File: config.mk
export PLATFORM = sky130hd
export DESIGN_NAME = rgb_pixel_hash_cache
export DESIGN_NICKNAME = d
export VERILOG_FILES = /design/src/rphc_pkg.sv /design/src/rphc_ctrl.sv /design/src/rphc_dp.sv /design/src/rgb_pixel_hash_cache.sv
export VERILOG_INCLUDE_DIRS = /design/src /design/src/src
export SDC_FILE = /design/constraint.sdc
export NUM_CORES = 2
export LEC_CHECK = 0
export BUFFER_PORTS_ARGS = -buffer_cell sky130_fd_sc_hd__clkbuf_2
export CELL_PAD_IN_SITES_DETAIL_PLACEMENT = 0
export CELL_PAD_IN_SITES_GLOBAL_PLACEMENT = 1
export CORE_UTILIZATION = 30
export CTS_CLUSTER_DIAMETER = 50
export CTS_CLUSTER_SIZE = 28
export DETAILED_ROUTE_END_ITERATION = 6
export GPL_ROUTABILITY_DRIVEN = 0
export HOLD_SLACK_MARGIN = 0.12
export PLACE_DENSITY = 0.45
export REMOVE_ABC_BUFFERS = 1
export SLEW_MARGIN = 20
export SYNTH_ARGS = -nofsm -noshare
export SYNTH_HDL_FRONTEND = slang
export SYNTH_SLANG_ARGS = --single-unit
File: constraint.sdc
create_clock -name clk -period 7.5 [get_ports clk]
set_input_delay 0 -clock clk [delete_from_list [all_inputs] [get_ports clk]]
set_output_delay 0 -clock clk [all_outputs]
set_load 0.02 [all_outputs]
File: src/rgb_pixel_hash_cache_assert.svh
// Assertion macros for the colour cache; they sample on clk and stay quiet in rst.
`ifndef RGB_PIXEL_HASH_CACHE_ASSERT_SVH
`define RGB_PIXEL_HASH_CACHE_ASSERT_SVH

// Consequent must hold in the same cycle as the antecedent.
`define RPHC_ASSERT_NOW(lbl, ante, cons) \
  lbl: assert property (@(posedge clk) disable iff (rst) (ante) |-> (cons)) \
    else $error("rphc: check failed");

// Consequent must hold in the cycle after the antecedent.
`define RPHC_ASSERT_NEXT(lbl, ante, cons) \
  lbl: assert property (@(posedge clk) disable iff (rst) (ante) |=> (cons)) \
    else $error("rphc: check failed");

`endif

File: src/rphc_pkg.sv
`default_nettype none
package rphc_pkg;

  localparam int SLOTS   = 64;
  localparam int IDX_W   = $clog2(SLOTS);
  localparam int CNT_W   = $clog2(SLOTS + 1);
  localparam int PIX_W   = 32;
  localparam int RGB_W   = 24;
  localparam int WORD_W  = RGB_W + PIX_W;
  localparam int TDATA_W = 64;
  localparam int ADDR_W  = 3;

  localparam logic [IDX_W-1:0] BLACK_SLOT = IDX_W'(0);
  localparam logic [IDX_W-1:0] WHITE_SLOT = IDX_W'(63);
  localparam logic [RGB_W-1:0] RGB_BLACK  = 24'h000000;
  localparam logic [RGB_W-1:0] RGB_WHITE  = 24'hFFFFFF;
  localparam logic [PIX_W-1:0] RESET_BLACK_PIX = 32'h0000_0000;
  localparam logic [PIX_W-1:0] RESET_WHITE_PIX = 32'h00FF_FFFF;
  localparam logic [SLOTS-1:0] VALID_SEED =
    (SLOTS'(1) << WHITE_SLOT) | (SLOTS'(1) << BLACK_SLOT);

  // Register select is paddr[2]
  localparam logic REG_BLACK = 1'b0;
  localparam logic REG_WHITE = 1'b1;

  typedef enum logic [1:0] {
    CMD_INIT    = 2'd0,
    CMD_LOOKUP  = 2'd1,
    CMD_INSERT  = 2'd2,
    CMD_REVERSE = 2'd3
  } cmd_t;

  typedef enum logic [2:0] {
    ST_RST_BLACK,
    ST_RST_WHITE,
    ST_IDLE,
    ST_DECODE,
    ST_SEED_WHITE,
    ST_SCAN,
    ST_WRITE,
    ST_DONE
  } state_t;

  typedef struct packed {
    logic load;
    logic clear_valid;
    logic seed_black;
    logic seed_white;
    logic seed_reset;
    logic scan_start;
    logic scan_run;
    logic write_ins;
    logic out_load;
  } ctrl_t;

  typedef struct packed {
    cmd_t cmd;
    logic quick_hit;
    logic scan_done;
  } stat_t;

  // Home slot: top two bits of red, green and blue
  function automatic logic [IDX_W-1:0] home_slot(input logic [RGB_W-1:0] rgb);
    logic [IDX_W-1:0] h;
    h = '0;
    h[5:0] = {rgb[23:22], rgb[15:14], rgb[7:6]};
    return h;
  endfunction

endpackage
`default_nettype wire

File: src/rphc_ctrl.sv
`default_nettype none
module rphc_ctrl (
  input  wire logic            clk,
  input  wire logic            rst,
  input  wire logic            in_valid,
  output logic                 in_ready,
  input  wire logic            out_ready,
  output logic                 out_valid,
  input  wire rphc_pkg::stat_t stat,
  output rphc_pkg::ctrl_t      ctrl
);

  rphc_pkg::state_t state, state_next;
  logic out_free;

  assign out_free = !out_valid || out_ready;

  always_ff @(posedge clk) begin
    if (rst) begin
      state     <= rphc_pkg::ST_RST_BLACK;
      out_valid <= 1'b0;
    end else begin
      state <= state_next;
      if (ctrl.out_load) begin
        out_valid <= 1'b1;
      end else if (out_ready) begin
        out_valid <= 1'b0;
      end
    end
  end

  always_comb begin
    state_next = state;
    ctrl       = '0;
    in_ready   = 1'b0;
    case (state)
      rphc_pkg::ST_RST_BLACK: begin
        ctrl.seed_black = 1'b1;
        ctrl.seed_reset = 1'b1;
        state_next      = rphc_pkg::ST_RST_WHITE;
      end
      rphc_pkg::ST_RST_WHITE: begin
        ctrl.seed_white = 1'b1;
        ctrl.seed_reset = 1'b1;
        state_next      = rphc_pkg::ST_IDLE;
      end
      rphc_pkg::ST_IDLE: begin
        in_ready  = 1'b1;
        ctrl.load = in_valid;
        if (in_valid) begin
          state_next = rphc_pkg::ST_DECODE;
        end
      end
      rphc_pkg::ST_DECODE: begin
        case (stat.cmd)
          rphc_pkg::CMD_INIT: begin
            ctrl.clear_valid = 1'b1;
            ctrl.seed_black  = 1'b1;
            state_next       = rphc_pkg::ST_SEED_WHITE;
          end
          rphc_pkg::CMD_REVERSE: begin
            if (stat.quick_hit) begin
              state_next = rphc_pkg::ST_DONE;
            end else begin
              ctrl.scan_start = 1'b1;
              state_next      = rphc_pkg::ST_SCAN;
            end
          end
          default: begin
            ctrl.scan_start = 1'b1;
            state_next      = rphc_pkg::ST_SCAN;
          end
        endcase
      end
      rphc_pkg::ST_SEED_WHITE: begin
        ctrl.seed_white = 1'b1;
        state_next      = rphc_pkg::ST_DONE;
      end
      rphc_pkg::ST_SCAN: begin
        if (stat.scan_done) begin
          state_next = (stat.cmd == rphc_pkg::CMD_INSERT) ? rphc_pkg::ST_WRITE
                                                           : rphc_pkg::ST_DONE;
        end else begin
          ctrl.scan_run = 1'b1;
        end
      end
      rphc_pkg::ST_WRITE: begin
        ctrl.write_ins = 1'b1;
        state_next     = rphc_pkg::ST_DONE;
      end
      rphc_pkg::ST_DONE: begin
        // hold the result until the output register is free
        if (out_free) begin
          ctrl.out_load = 1'b1;
          state_next    = rphc_pkg::ST_IDLE;
        end
      end
      default: begin
        state_next = rphc_pkg::ST_IDLE;
      end
    endcase
  end

endmodule
`default_nettype wire

File: src/rphc_dp.sv
`default_nettype none
module rphc_dp (
  input  wire logic                         clk,
  input  wire logic                         rst,
  input  wire rphc_pkg::ctrl_t              ctrl,
  input  wire logic [rphc_pkg::TDATA_W-1:0] in_data,
  input  wire logic [rphc_pkg::PIX_W-1:0]   black_pixel,
  input  wire logic [rphc_pkg::PIX_W-1:0]   white_pixel,
  output rphc_pkg::stat_t                   stat,
  output logic [rphc_pkg::TDATA_W-1:0]      out_data
);

  localparam int IDX_W  = rphc_pkg::IDX_W;
  localparam int CNT_W  = rphc_pkg::CNT_W;
  localparam int PIX_W  = rphc_pkg::PIX_W;
  localparam int RGB_W  = rphc_pkg::RGB_W;
  localparam int WORD_W = rphc_pkg::WORD_W;
  localparam int SLOTS  = rphc_pkg::SLOTS;

  // slot store: colour in the upper bits, pixel in the lower bits
  logic [WORD_W-1:0] mem [SLOTS];
  logic [SLOTS-1:0]  valid_bits;

  rphc_pkg::cmd_t     cmd_q;
  logic [RGB_W-1:0]   rgb_q;
  logic [PIX_W-1:0]   pix_q;
  logic [IDX_W-1:0]   home_q;
  logic               quick_black;
  logic               quick_white;

  logic [IDX_W-1:0]   rd_addr;
  logic [CNT_W-1:0]   issue_cnt;
  logic [CNT_W-1:0]   eval_cnt;
  logic               chk_vld;
  logic [IDX_W-1:0]   chk_idx;
  logic [WORD_W-1:0]  rd_word;
  logic               scan_done;
  logic               res_found;
  logic [IDX_W-1:0]   res_idx;
  logic [WORD_W-1:0]  res_word;

  logic               issue;
  logic               chk_v;
  logic [RGB_W-1:0]   chk_color;
  logic [PIX_W-1:0]   chk_pix;
  logic               is_rev;
  logic               match;
  logic               stop;
  logic [IDX_W-1:0]   sel_idx;

  logic               wr_en;
  logic [IDX_W-1:0]   wr_addr;
  logic [WORD_W-1:0]  wr_data;

  logic               out_hit;
  logic [PIX_W-1:0]   out_pix;
  logic [RGB_W-1:0]   out_rgb;

  assign issue     = ctrl.scan_run && (issue_cnt != CNT_W'(SLOTS));
  assign chk_v     = valid_bits[chk_idx];
  assign chk_color = rd_word[WORD_W-1:PIX_W];
  assign chk_pix   = rd_word[PIX_W-1:0];
  assign is_rev    = (cmd_q == rphc_pkg::CMD_REVERSE);
  assign match     = is_rev ? (chk_v && chk_pix == pix_q) : (chk_v && chk_color == rgb_q);
  // probe stops on empty, match or full wrap; reverse search only on match or end
  assign stop      = match || (eval_cnt == CNT_W'(SLOTS - 1)) || (!is_rev && !chk_v);
  assign sel_idx   = (match || !chk_v) ? chk_idx : home_q;

  assign stat.cmd       = cmd_q;
  assign stat.quick_hit = is_rev && (quick_black || quick_white);
  assign stat.scan_done = scan_done;

  always_ff @(posedge clk) begin
    if (ctrl.load) begin
      rgb_q       <= in_data[25:2];
      pix_q       <= in_data[57:26];
      home_q      <= rphc_pkg::home_slot(in_data[25:2]);
      quick_black <= (in_data[57:26] == black_pixel);
      quick_white <= (in_data[57:26] == white_pixel);
    end
  end

  always_ff @(posedge clk) begin
    if (rst) begin
      cmd_q     <= rphc_pkg::CMD_INIT;
      chk_vld   <= 1'b0;
      scan_done <= 1'b0;
    end else begin
      if (ctrl.load) begin
        cmd_q <= rphc_pkg::cmd_t'(in_data[1:0]);
      end
      if (ctrl.scan_start) begin
        chk_vld   <= 1'b0;
        scan_done <= 1'b0;
      end else begin
        chk_vld <= issue;
        if (ctrl.scan_run && chk_vld && stop) begin
          scan_done <= 1'b1;
        end
      end
    end
  end

  // scan pipeline: issue one read per cycle, check the slot in the cycle after
  always_ff @(posedge clk) begin
    chk_idx <= rd_addr;
    if (ctrl.scan_start) begin
      rd_addr   <= is_rev ? '0 : home_q;
      issue_cnt <= '0;
      eval_cnt  <= '0;
    end else begin
      if (issue) begin
        rd_addr   <= (rd_addr == IDX_W'(SLOTS - 1)) ? '0 : rd_addr + 1'b1;
        issue_cnt <= issue_cnt + 1'b1;
      end
      if (ctrl.scan_run && chk_vld) begin
        eval_cnt <= eval_cnt + 1'b1;
        if (stop) begin
          res_found <= match;
          res_idx   <= sel_idx;
          res_word  <= rd_word;
        end
      end
    end
  end

  always_comb begin
    wr_en   = 1'b0;
    wr_addr = res_idx;
    wr_data = {rgb_q, pix_q};
    if (ctrl.seed_black) begin
      wr_en   = 1'b1;
      wr_addr = rphc_pkg::BLACK_SLOT;
      wr_data = {rphc_pkg::RGB_BLACK,
                 ctrl.seed_reset ? rphc_pkg::RESET_BLACK_PIX : black_pixel};
    end else if (ctrl.seed_white) begin
      wr_en   = 1'b1;
      wr_addr = rphc_pkg::WHITE_SLOT;
      wr_data = {rphc_pkg::RGB_WHITE,
                 ctrl.seed_reset ? rphc_pkg::RESET_WHITE_PIX : white_pixel};
    end else if (ctrl.write_ins) begin
      wr_en = 1'b1;
    end
  end

  always_ff @(posedge clk) begin
    if (wr_en) begin
      mem[wr_addr] <= wr_data;
    end
  end

  always_ff @(posedge clk) begin
    rd_word <= mem[rd_addr];
  end

  always_ff @(posedge clk) begin
    if (rst) begin
      valid_bits <= rphc_pkg::VALID_SEED;
    end else if (ctrl.clear_valid) begin
      valid_bits <= rphc_pkg::VALID_SEED;
    end else if (ctrl.write_ins) begin
      valid_bits[res_idx] <= 1'b1;
    end
  end

  always_comb begin
    out_hit = 1'b0;
    out_pix = '0;
    out_rgb = '0;
    case (cmd_q)
      rphc_pkg::CMD_INIT: begin
        out_hit = 1'b0;
      end
      rphc_pkg::CMD_LOOKUP: begin
        out_hit = res_found;
        out_pix = res_found ? res_word[PIX_W-1:0] : '0;
      end
      rphc_pkg::CMD_INSERT: begin
        out_pix = pix_q;
      end
      rphc_pkg::CMD_REVERSE: begin
        if (quick_black) begin
          out_hit = 1'b1;
        end else if (quick_white) begin
          out_hit = 1'b1;
          out_rgb = rphc_pkg::RGB_WHITE;
        end else begin
          out_hit = res_found;
          out_rgb = res_found ? res_word[WORD_W-1:PIX_W] : '0;
        end
      end
      default: begin
        out_hit = 1'b0;
      end
    endcase
  end

  always_ff @(posedge clk) begin
    if (ctrl.out_load) begin
      out_data <= {7'd0, out_rgb, out_pix, out_hit};
    end
  end

endmodule
`default_nettype wire

File: src/rgb_pixel_hash_cache.sv
// Colour cache: 64 slots mapping 0xRRGGBB colours to pixel values, linear probing.
// Input stream (s_*): one command per transfer - init, lookup, insert or
// reverse lookup. Output stream (m_*): exactly one result per command.
// APB port: black_pixel at 0x0, white_pixel at 0x4; write only while idle.
// Init clears the table and reseeds slots 0 and 63 from the registers; lookup
// and insert probe 1..64 slots from the home slot, insert then writing the
// chosen slot; reverse lookup answers a black or white pixel straight from the
// registers, else scans from slot 0 until a matching slot or the table end.
// The probe walks one slot per cycle through the single read port of the
// slot memory. A new command is taken only once the last result is loaded.
// Reset: states RST_BLACK and RST_WHITE seed slot 0 (black) and slot 63
// (white) with the reset register values; s_tready stays low meanwhile.
// A stalled result holds in the output register; the block still takes one
// new command and parks its result until the output register frees.
`default_nettype none
module rgb_pixel_hash_cache (
  input  wire logic                          clk,
  input  wire logic                          rst,
  input  wire logic                          s_tvalid,
  output logic                               s_tready,
  // [1:0] command, [25:2] color_rgb, [57:26] pixel_in, [63:58] zero
  input  wire logic [rphc_pkg::TDATA_W-1:0]  s_tdata,
  output logic                               m_tvalid,
  input  wire logic                          m_tready,
  // [0] hit, [32:1] pixel_out, [56:33] rgb_out, [63:57] zero
  output logic [rphc_pkg::TDATA_W-1:0]       m_tdata,
  input  wire logic                          psel,
  input  wire logic                          penable,
  input  wire logic                          pwrite,
  input  wire logic [rphc_pkg::ADDR_W-1:0]   paddr,
  input  wire logic [31:0]                   pwdata,
  output logic [31:0]                        prdata,
  output logic                               pready
);

  logic [rphc_pkg::PIX_W-1:0] black_pixel;
  logic [rphc_pkg::PIX_W-1:0] white_pixel;
  rphc_pkg::ctrl_t ctrl;
  rphc_pkg::stat_t stat;

  assign pready = 1'b1;
  assign prdata = (paddr[2] == rphc_pkg::REG_WHITE) ? white_pixel : black_pixel;

  always_ff @(posedge clk) begin
    if (rst) begin
      black_pixel <= rphc_pkg::RESET_BLACK_PIX;
      white_pixel <= rphc_pkg::RESET_WHITE_PIX;
    end else if (psel && penable && pwrite && pready) begin
      if (paddr[2] == rphc_pkg::REG_WHITE) begin
        white_pixel <= pwdata;
      end else begin
        black_pixel <= pwdata;
      end
    end
  end

  rphc_ctrl u_ctrl (
    .clk       (clk),
    .rst       (rst),
    .in_valid  (s_tvalid),
    .in_ready  (s_tready),
    .out_ready (m_tready),
    .out_valid (m_tvalid),
    .stat      (stat),
    .ctrl      (ctrl)
  );

  rphc_dp u_dp (
    .clk         (clk),
    .rst         (rst),
    .ctrl        (ctrl),
    .in_data     (s_tdata),
    .black_pixel (black_pixel),
    .white_pixel (white_pixel),
    .stat        (stat),
    .out_data    (m_tdata)
  );

`include "rgb_pixel_hash_cache_assert.svh"

  // one command in flight: no accept right after an accept
  `RPHC_ASSERT_NEXT(a_one_in_flight, s_tvalid && s_tready, !s_tready)
  // no command reports both a pixel and a colour
  `RPHC_ASSERT_NOW(a_one_payload, m_tvalid, m_tdata[32:1] == 32'd0 || m_tdata[56:33] == 24'd0)
  // result register loads only from the done state with a free output
  `RPHC_ASSERT_NOW(a_load_free, ctrl.out_load, !m_tvalid || m_tready)
  // a slot write never overlaps a running probe
  `RPHC_ASSERT_NOW(a_no_write_in_scan, ctrl.scan_run, !(ctrl.write_ins || ctrl.seed_black || ctrl.seed_white))

endmodule
`default_nettype wire

Yosys cells after proc, flatten, opt, wreduce, memory -nomap -nowiden. Memory sizes are Yosys's and may differ from the RTL's. A register that Yosys moved wholly into a read port is not among the register bits. Cells that the tools add are included.

Bits in writable memories: 3584. ROM bits: 0. Latch bits: 0. Register bits: 346. Memories kept: 1. Output and inout bits: 99.

Add/subtract/negate cells: 3. Multiply operators: 0. Shift operators: 0. Reductions and logical operators: 32. Divide/modulo/power cells: 0. Equality and inequality tests: 20. Bitwise logic cells: 4. $lt $le $gt $ge: 3. Mux-type cells: 53.

Memories: u_dp.mem (depth 64, width 56, rd ports 1, clocked after Yosys merged registers in 1, wr ports 1, line rphc_dp.sv:21) `logic [WORD_W-1:0] mem [SLOTS];`.

Operators by type and width (count): $mux W32 (4); $mux W56 (2); $eq A32 B32 Y1 (3); $or A64 B64 Y64 (1); $pmux W32 S2 (1); $mux W24 (2); $mux W6 (7); $mux W1 (25); $eq A24 B24 Y1 (1); $pmux W3 S7 (1); $add A7 B1 Y7 const B (2); $lt A6 B7 Y1 const B (2); $eq A3 B3 Y1 const B (4); $reduce_or A2 Y1 (6); $logic_and A1 B1 Y1 (10); $mux W3 (3); $eq A7 B6 Y1 const B (1); $ne A7 B7 Y1 const B (1); $add A6 B1 Y6 const B (1); $bmux W1 S6 (1); $demux W1 S6 (1); $eq A3 B2 Y1 const B (2); $eq A6 B6 Y1 const B (1); $ge A6 B1 Y1 const B (1); 16 further kinds (32).

Depth between registers and ports, before layout.
Word-level depth: 7. Gate-level depth with buffers: 12. Mapped depth without buffers: 8.

Modules after synthesis. Synthesis repeated with hierarchy kept, for this count alone.

Cell total of the unflattened synthesis: 7529. Area total of the unflattened synthesis: 153726.2 µm².

Modules (own cells, without submodules): rphc_dp (times used 1, cells an instance 7177, area each 150265.4 µm², seq. area each 116031.3 µm²); rgb_pixel_hash_cache (times used 1, cells an instance 310, area each 3118.0 µm², seq. area each 1281.2 µm²); rphc_ctrl (times used 1, cells an instance 42, area each 342.8 µm², seq. area each 80.1 µm²).

Worst setup path before layout. Ideal clock, no wire load.

Kind: reg-to-reg. Start: register u_dp.chk_idx[0]. End: register u_dp.res_found (enable). Clock period less this slack: 6.877 ns. Path slack: 0.623 ns. Path buffers: 1. Data arrival time: 6.306 ns. Stages on the path, launching flop included: 8. Path through: dfxtp_1 -> buf_6 -> mux4_2 -> mux2_2 -> a211oi_1 -> a211o_1 -> a211oi_4 -> o21ai_0.

Cells in the longest elaborated chain, start to end: 7.

RTL lines: from (decl) (line rphc_dp.sv:35) `logic [IDX_W-1:0] chk_idx;`; from (signal assigned) (line rphc_dp.sv:106) `chk_idx <= rd_addr;`; $bmux W1 S6 * (line rphc_dp.sv:60) `assign chk_v = valid_bits[chk_idx];`; $mux W1 (not written as such) * (line rphc_dp.sv:60); $logic_and A1 B1 Y1 (line rphc_dp.sv:64) `assign match = is_rev ? (chk_v && chk_pix == pix_q) : (chk_v && chk_color == rgb_q);`; $mux W1 (line rphc_dp.sv:64); $logic_or A1 B1 Y1 (line rphc_dp.sv:66) `assign stop = match || (eval_cnt == CNT_W'(SLOTS - 1)) || (!is_rev && !chk_v);`; $logic_or A1 B1 Y1 * (line rphc_dp.sv:66); $reduce_and A3 Y1 (no line) *; to (signal assigned) (line rphc_dp.sv:119) `res_found <= match;`; to (decl) (line rphc_dp.sv:38) `logic res_found;`.

Mark *: on every way between the ends. The rest lies on a longest branch, timed or not. The select of a mux whose other input is x is not followed. A chain may end at the register's enable or synchronous reset.

Worst setup path in the final report.
Start: register u_ctrl.state[1]. End: memory u_dp.mem[58][30] (netlist name) (enable).

Cells in the longest elaborated chain, start to end: 7.

RTL lines: from (decl) (line rphc_ctrl.sv:13) `rphc_pkg::state_t state, state_next;`; from (signal assigned) (line rphc_ctrl.sv:20) `state <= rphc_pkg::ST_RST_BLACK;`; from (signal assigned) (line rphc_ctrl.sv:23) `state <= state_next;`; $eq A3 B3 Y1 / $eq A3 B1 Y1 (equally long branches) (line rphc_ctrl.sv:36) `case (state)`; $mux W1 / $reduce_or A2 Y1 (equally long branches); $mux W1, on equally long branches (line rphc_dp.sv:141, rphc_ctrl.sv:36); $mux W1 (line rphc_dp.sv:136) `end else if (ctrl.seed_white) begin`; $mux W1 (line rphc_dp.sv:131) `if (ctrl.seed_black) begin`; $mux W1 (line rphc_dp.sv:147) `if (wr_en) begin`; $mux W1 (not written as such) (line rphc_dp.sv:148) `mem[wr_addr] <= wr_data;`; to (decl) (line rphc_dp.sv:21).

Parallel ways exist; a longest one is shown, timed or not.

==> flow_summary.ini <==
[setup_path]
critPathMaxFanout = 24
cp-end-kind = flip-flop
crit_path_top_delay_cell = buf_4
cp.arrival_ns = 5.49
cp_slowest_stage_delay_ns = 0.78
cp_cell_sequence = nand3_1 -> a21oi_4 -> buf_4 -> nor3_2 -> or2_1 -> nor2_4 -> buf_4
required_ns = 8.14
start_kind = flip-flop
cp_top_family = simple AND/OR/NAND/NOR gates
crit_top_cell = buf_4
crit_buf_inv = 2
crit_type = flip-flop to flip-flop

[grt]
grtUsageTotal_pct = 21.7
antenna_found_initial = 64
grt_start_max_net_pins = 104
grt_first_pass_wirelength_mm = 753
grt_pass1_vias = 82369
grt.overflow.total = 0

[cells_and_area]
drive_gt1_share_pct = 28.1
layout_commonest_cell = edfxtp_1
stdcell_count = 15329
synthToLayoutAreaGrowth_pct = 19.6
fill_cells = 46627
final_cell_mix = edfxtp_1, mux4_2, clkbuf_16, mux2i_1, nand2_1
layout.nets = 8299

[floorplan]
die_height_um = 716
io_pins = 205
die_area_um2 = 513000
initial_core_util_pct = 30.2
die_w_um = 716
row_count = 261
core_um2 = 507000

[route]
via_per_inst = 5.32
drt_iter0_drc = 9372
post-route-drc-count = 0
routedWlPerCell_um = 37.0
drt_wl_total_mm = 567
first_pass_iters = 6
num_vias = 81506
postRouteAntennaNets = 0

[sta]
period_minus_slack_ns = 4.85
maxSlewHeadroom_pct = 15.7
final_hold_viol_count = 0
fin_crit_sh_pct = 64.7
holdWs_ns = 0.228
worst_slew_pin_slew_ns = 1.26
rsz0062_at_grt = false
fin_skew_ns = 0.0778
setup_viol = 0
max_freq_mhz = 206
slew_violations = 0
fin_tns_setup_ns = 0

[yosys]
synthArstFlopShare_pct = 0
yosysUniqueCellTypes = 63
synth_top_family_by_area = multiplexers
synth_edf_count = 3768
yosysTopAreaCellShare_pct = 74.0
synth_xor_area_share_pct = 0.762
synth-compound-area-share_pct = 3.40
synth_seq_cells = 3980
syn_area_um2 = 153000
synthMuxAreaShare_pct = 15.2
postSynthAreaPerCell_um2 = 20.5
synthAdderAreaFrac_pct = 0.0736
ys_top_cells_by_area = edfxtp_1, mux4_2, dfxtp_1
syn_inst = 7446
synthFlopType = edfxtp_1
synth_warnings = 0
yosys.area_share.simple_pct = 2.39
seq_area_frac_synth_pct = 76.8
yosys.area.top_type = edfxtp_1

[pwr]
leakagePower_nw = 58.4
fin_total_pwr_mw = 53.2
power_density_nw_per_um2 = 291
ir_worst_vdd_v = 0.000190

[clocking]
clk_path_buf_depth = 4
clk_latency_ns = 1.04
htree_levels = 5
ctsHoldBuffers = 201
clockRootBuffer = clkbuf_16
clkSlewWorstSetupHoldPaths_ns = 0.06
cts_setup_buffers = 0
cts.repair.resized = 0
cts_tree = done
cts.sinks = 3980
cts_buffers = 463

[placement]
dp.cells = 14217
io_buffer_count = 188
dp.final_hpwl_mm = 316

[worst_hold_path]
worst_hold_path_type = input port to flip-flop

[job]
drv_cap = 0

[status]
status = finished clean
## flip-flops by register name (all words and copies together) (netlist names)
register and flops:
u_dp.pix_q 32, u_ctrl.out_valid 1, u_dp.res_idx 6, u_dp.cmd_q 2
u_dp.scan_done 1, u_dp.out_data 57, u_dp.rgb_q 18, u_dp.valid_bits 64
black_pixel 32, u_dp.eval_cnt 7, u_dp.rd_word 56, u_dp.res_found 1
u_dp.res_word 56, u_ctrl.state 3, u_dp.home_q 6, u_dp.quick_black 1
u_dp.mem 3584, u_dp.chk_idx 6, u_dp.rd_addr 6, white_pixel 32
u_dp.quick_white 1, u_dp.issue_cnt 7, u_dp.chk_vld 1
## kinds of logic after synthesis
kind of cell | after synthesis
flops | 3980
mux | 1247
simple gates | 823
compound gates | 794
buf+inv | 458
xor+xnor | 133
fa+ha+maj | 9
other cells | 2
## power by group
| part | total [mW] | leakage, nW | switching (mW) | internal [mW] |
|---|---|---|---|---|
| clock | 23.7 | 7.75 | 10.2 | 13.4 |
| sequential | 26.0 | 36.2 | 0.160 | 25.8 |
| combinational | 3.57 | 14.5 | 2.73 | 0.841 |
| total | 53.2 | 58.4 | 13.1 | 40.1 |
## metal layers
layer  vias up  part of all wire, %  GRT usage [%]
li1      32478                    -              -
met1     45585                   45           31.0
met2      2818                   47           35.3
met3       621                  5.6           2.96
met4         4                  2.5           5.07
met5         -               0.0053              0
## area by class of cell
class | count | area (µm²) | share of cell area (%)
Timing Repair Buffer | 708 | 6080 | 3.32
Clock buffer | 506 | 12000 | 6.54
Sequential cell | 3980 | 117000 | 64.2
Clock inverter | 371 | 4250 | 2.33
Inverter | 17 | 80.1 | 0.0438
Antenna cell | 27 | 67.6 | 0.0369
Tap cell | 6706 | 8390 | 4.59
Multi-Input combinational cell | 3014 | 34700 | 19.0
## worst paths after layout
path / startpoint / to / slack, ns / depth (start not counted)
max: u_ctrl.state[1] / u_dp.mem[58][30] / 2.65 / 7
max reg2reg: u_ctrl.state[1] / u_dp.mem[58][30] / 2.65 / 7
min reg2reg: u_dp.rd_word[34] / u_dp.res_word[34] / 0.44 / 0
min: s_tdata[10] / u_dp.rgb_q[8] / 0.23 / 2
## worst reg2reg max path, stage by stage (launching register included)
cell and delay [ns]:
dfxtp_1 0.71, nand3_1 0.26, a21oi_4 0.25, buf_4 0.68, nor3_2 0.32, or2_1 0.50
nor2_4 0.76, buf_4 0.79
## cells in the mapped netlist (8+ instances only)
master,instances
or2_2,9
a22oi_1,41
buf_2,82
o21a_1,18
nand2b_1,11
buf_4,69
buf_6,11
clkbuf_1,236
nand3_1,16
and2_1,10
nand2_1,324
xor2_1,88
nor2_1,287
o22ai_1,90
a221oi_1,8
mux2_2,41
a211oi_1,35
nor3_1,19
o221ai_1,155
nand4_1,25
dfxtp_1,212
ha_1,9
a311oi_1,16
buf_1,43
nor4_1,26
o311a_1,9
mux4_2,857
inv_1,15
nand3b_1,29
edfxtp_1,3768
nor2b_1,40
mux2i_1,349
a31oi_1,44
o21ai_0,97
a21oi_1,255
xnor2_1,45
## per-stage QoR
step	cell area, µm²	utilization, %	setup WS [ns]
floorplan	151000	-	-34.23
global placement	164000	32.4	2.59
detailed placement	164000	32.5	2.59
CTS	183000	36.1	2.58
global route	183000	36.1	2.51
finish	183000	36.1	2.65
(Power assumes the default switching activity.)
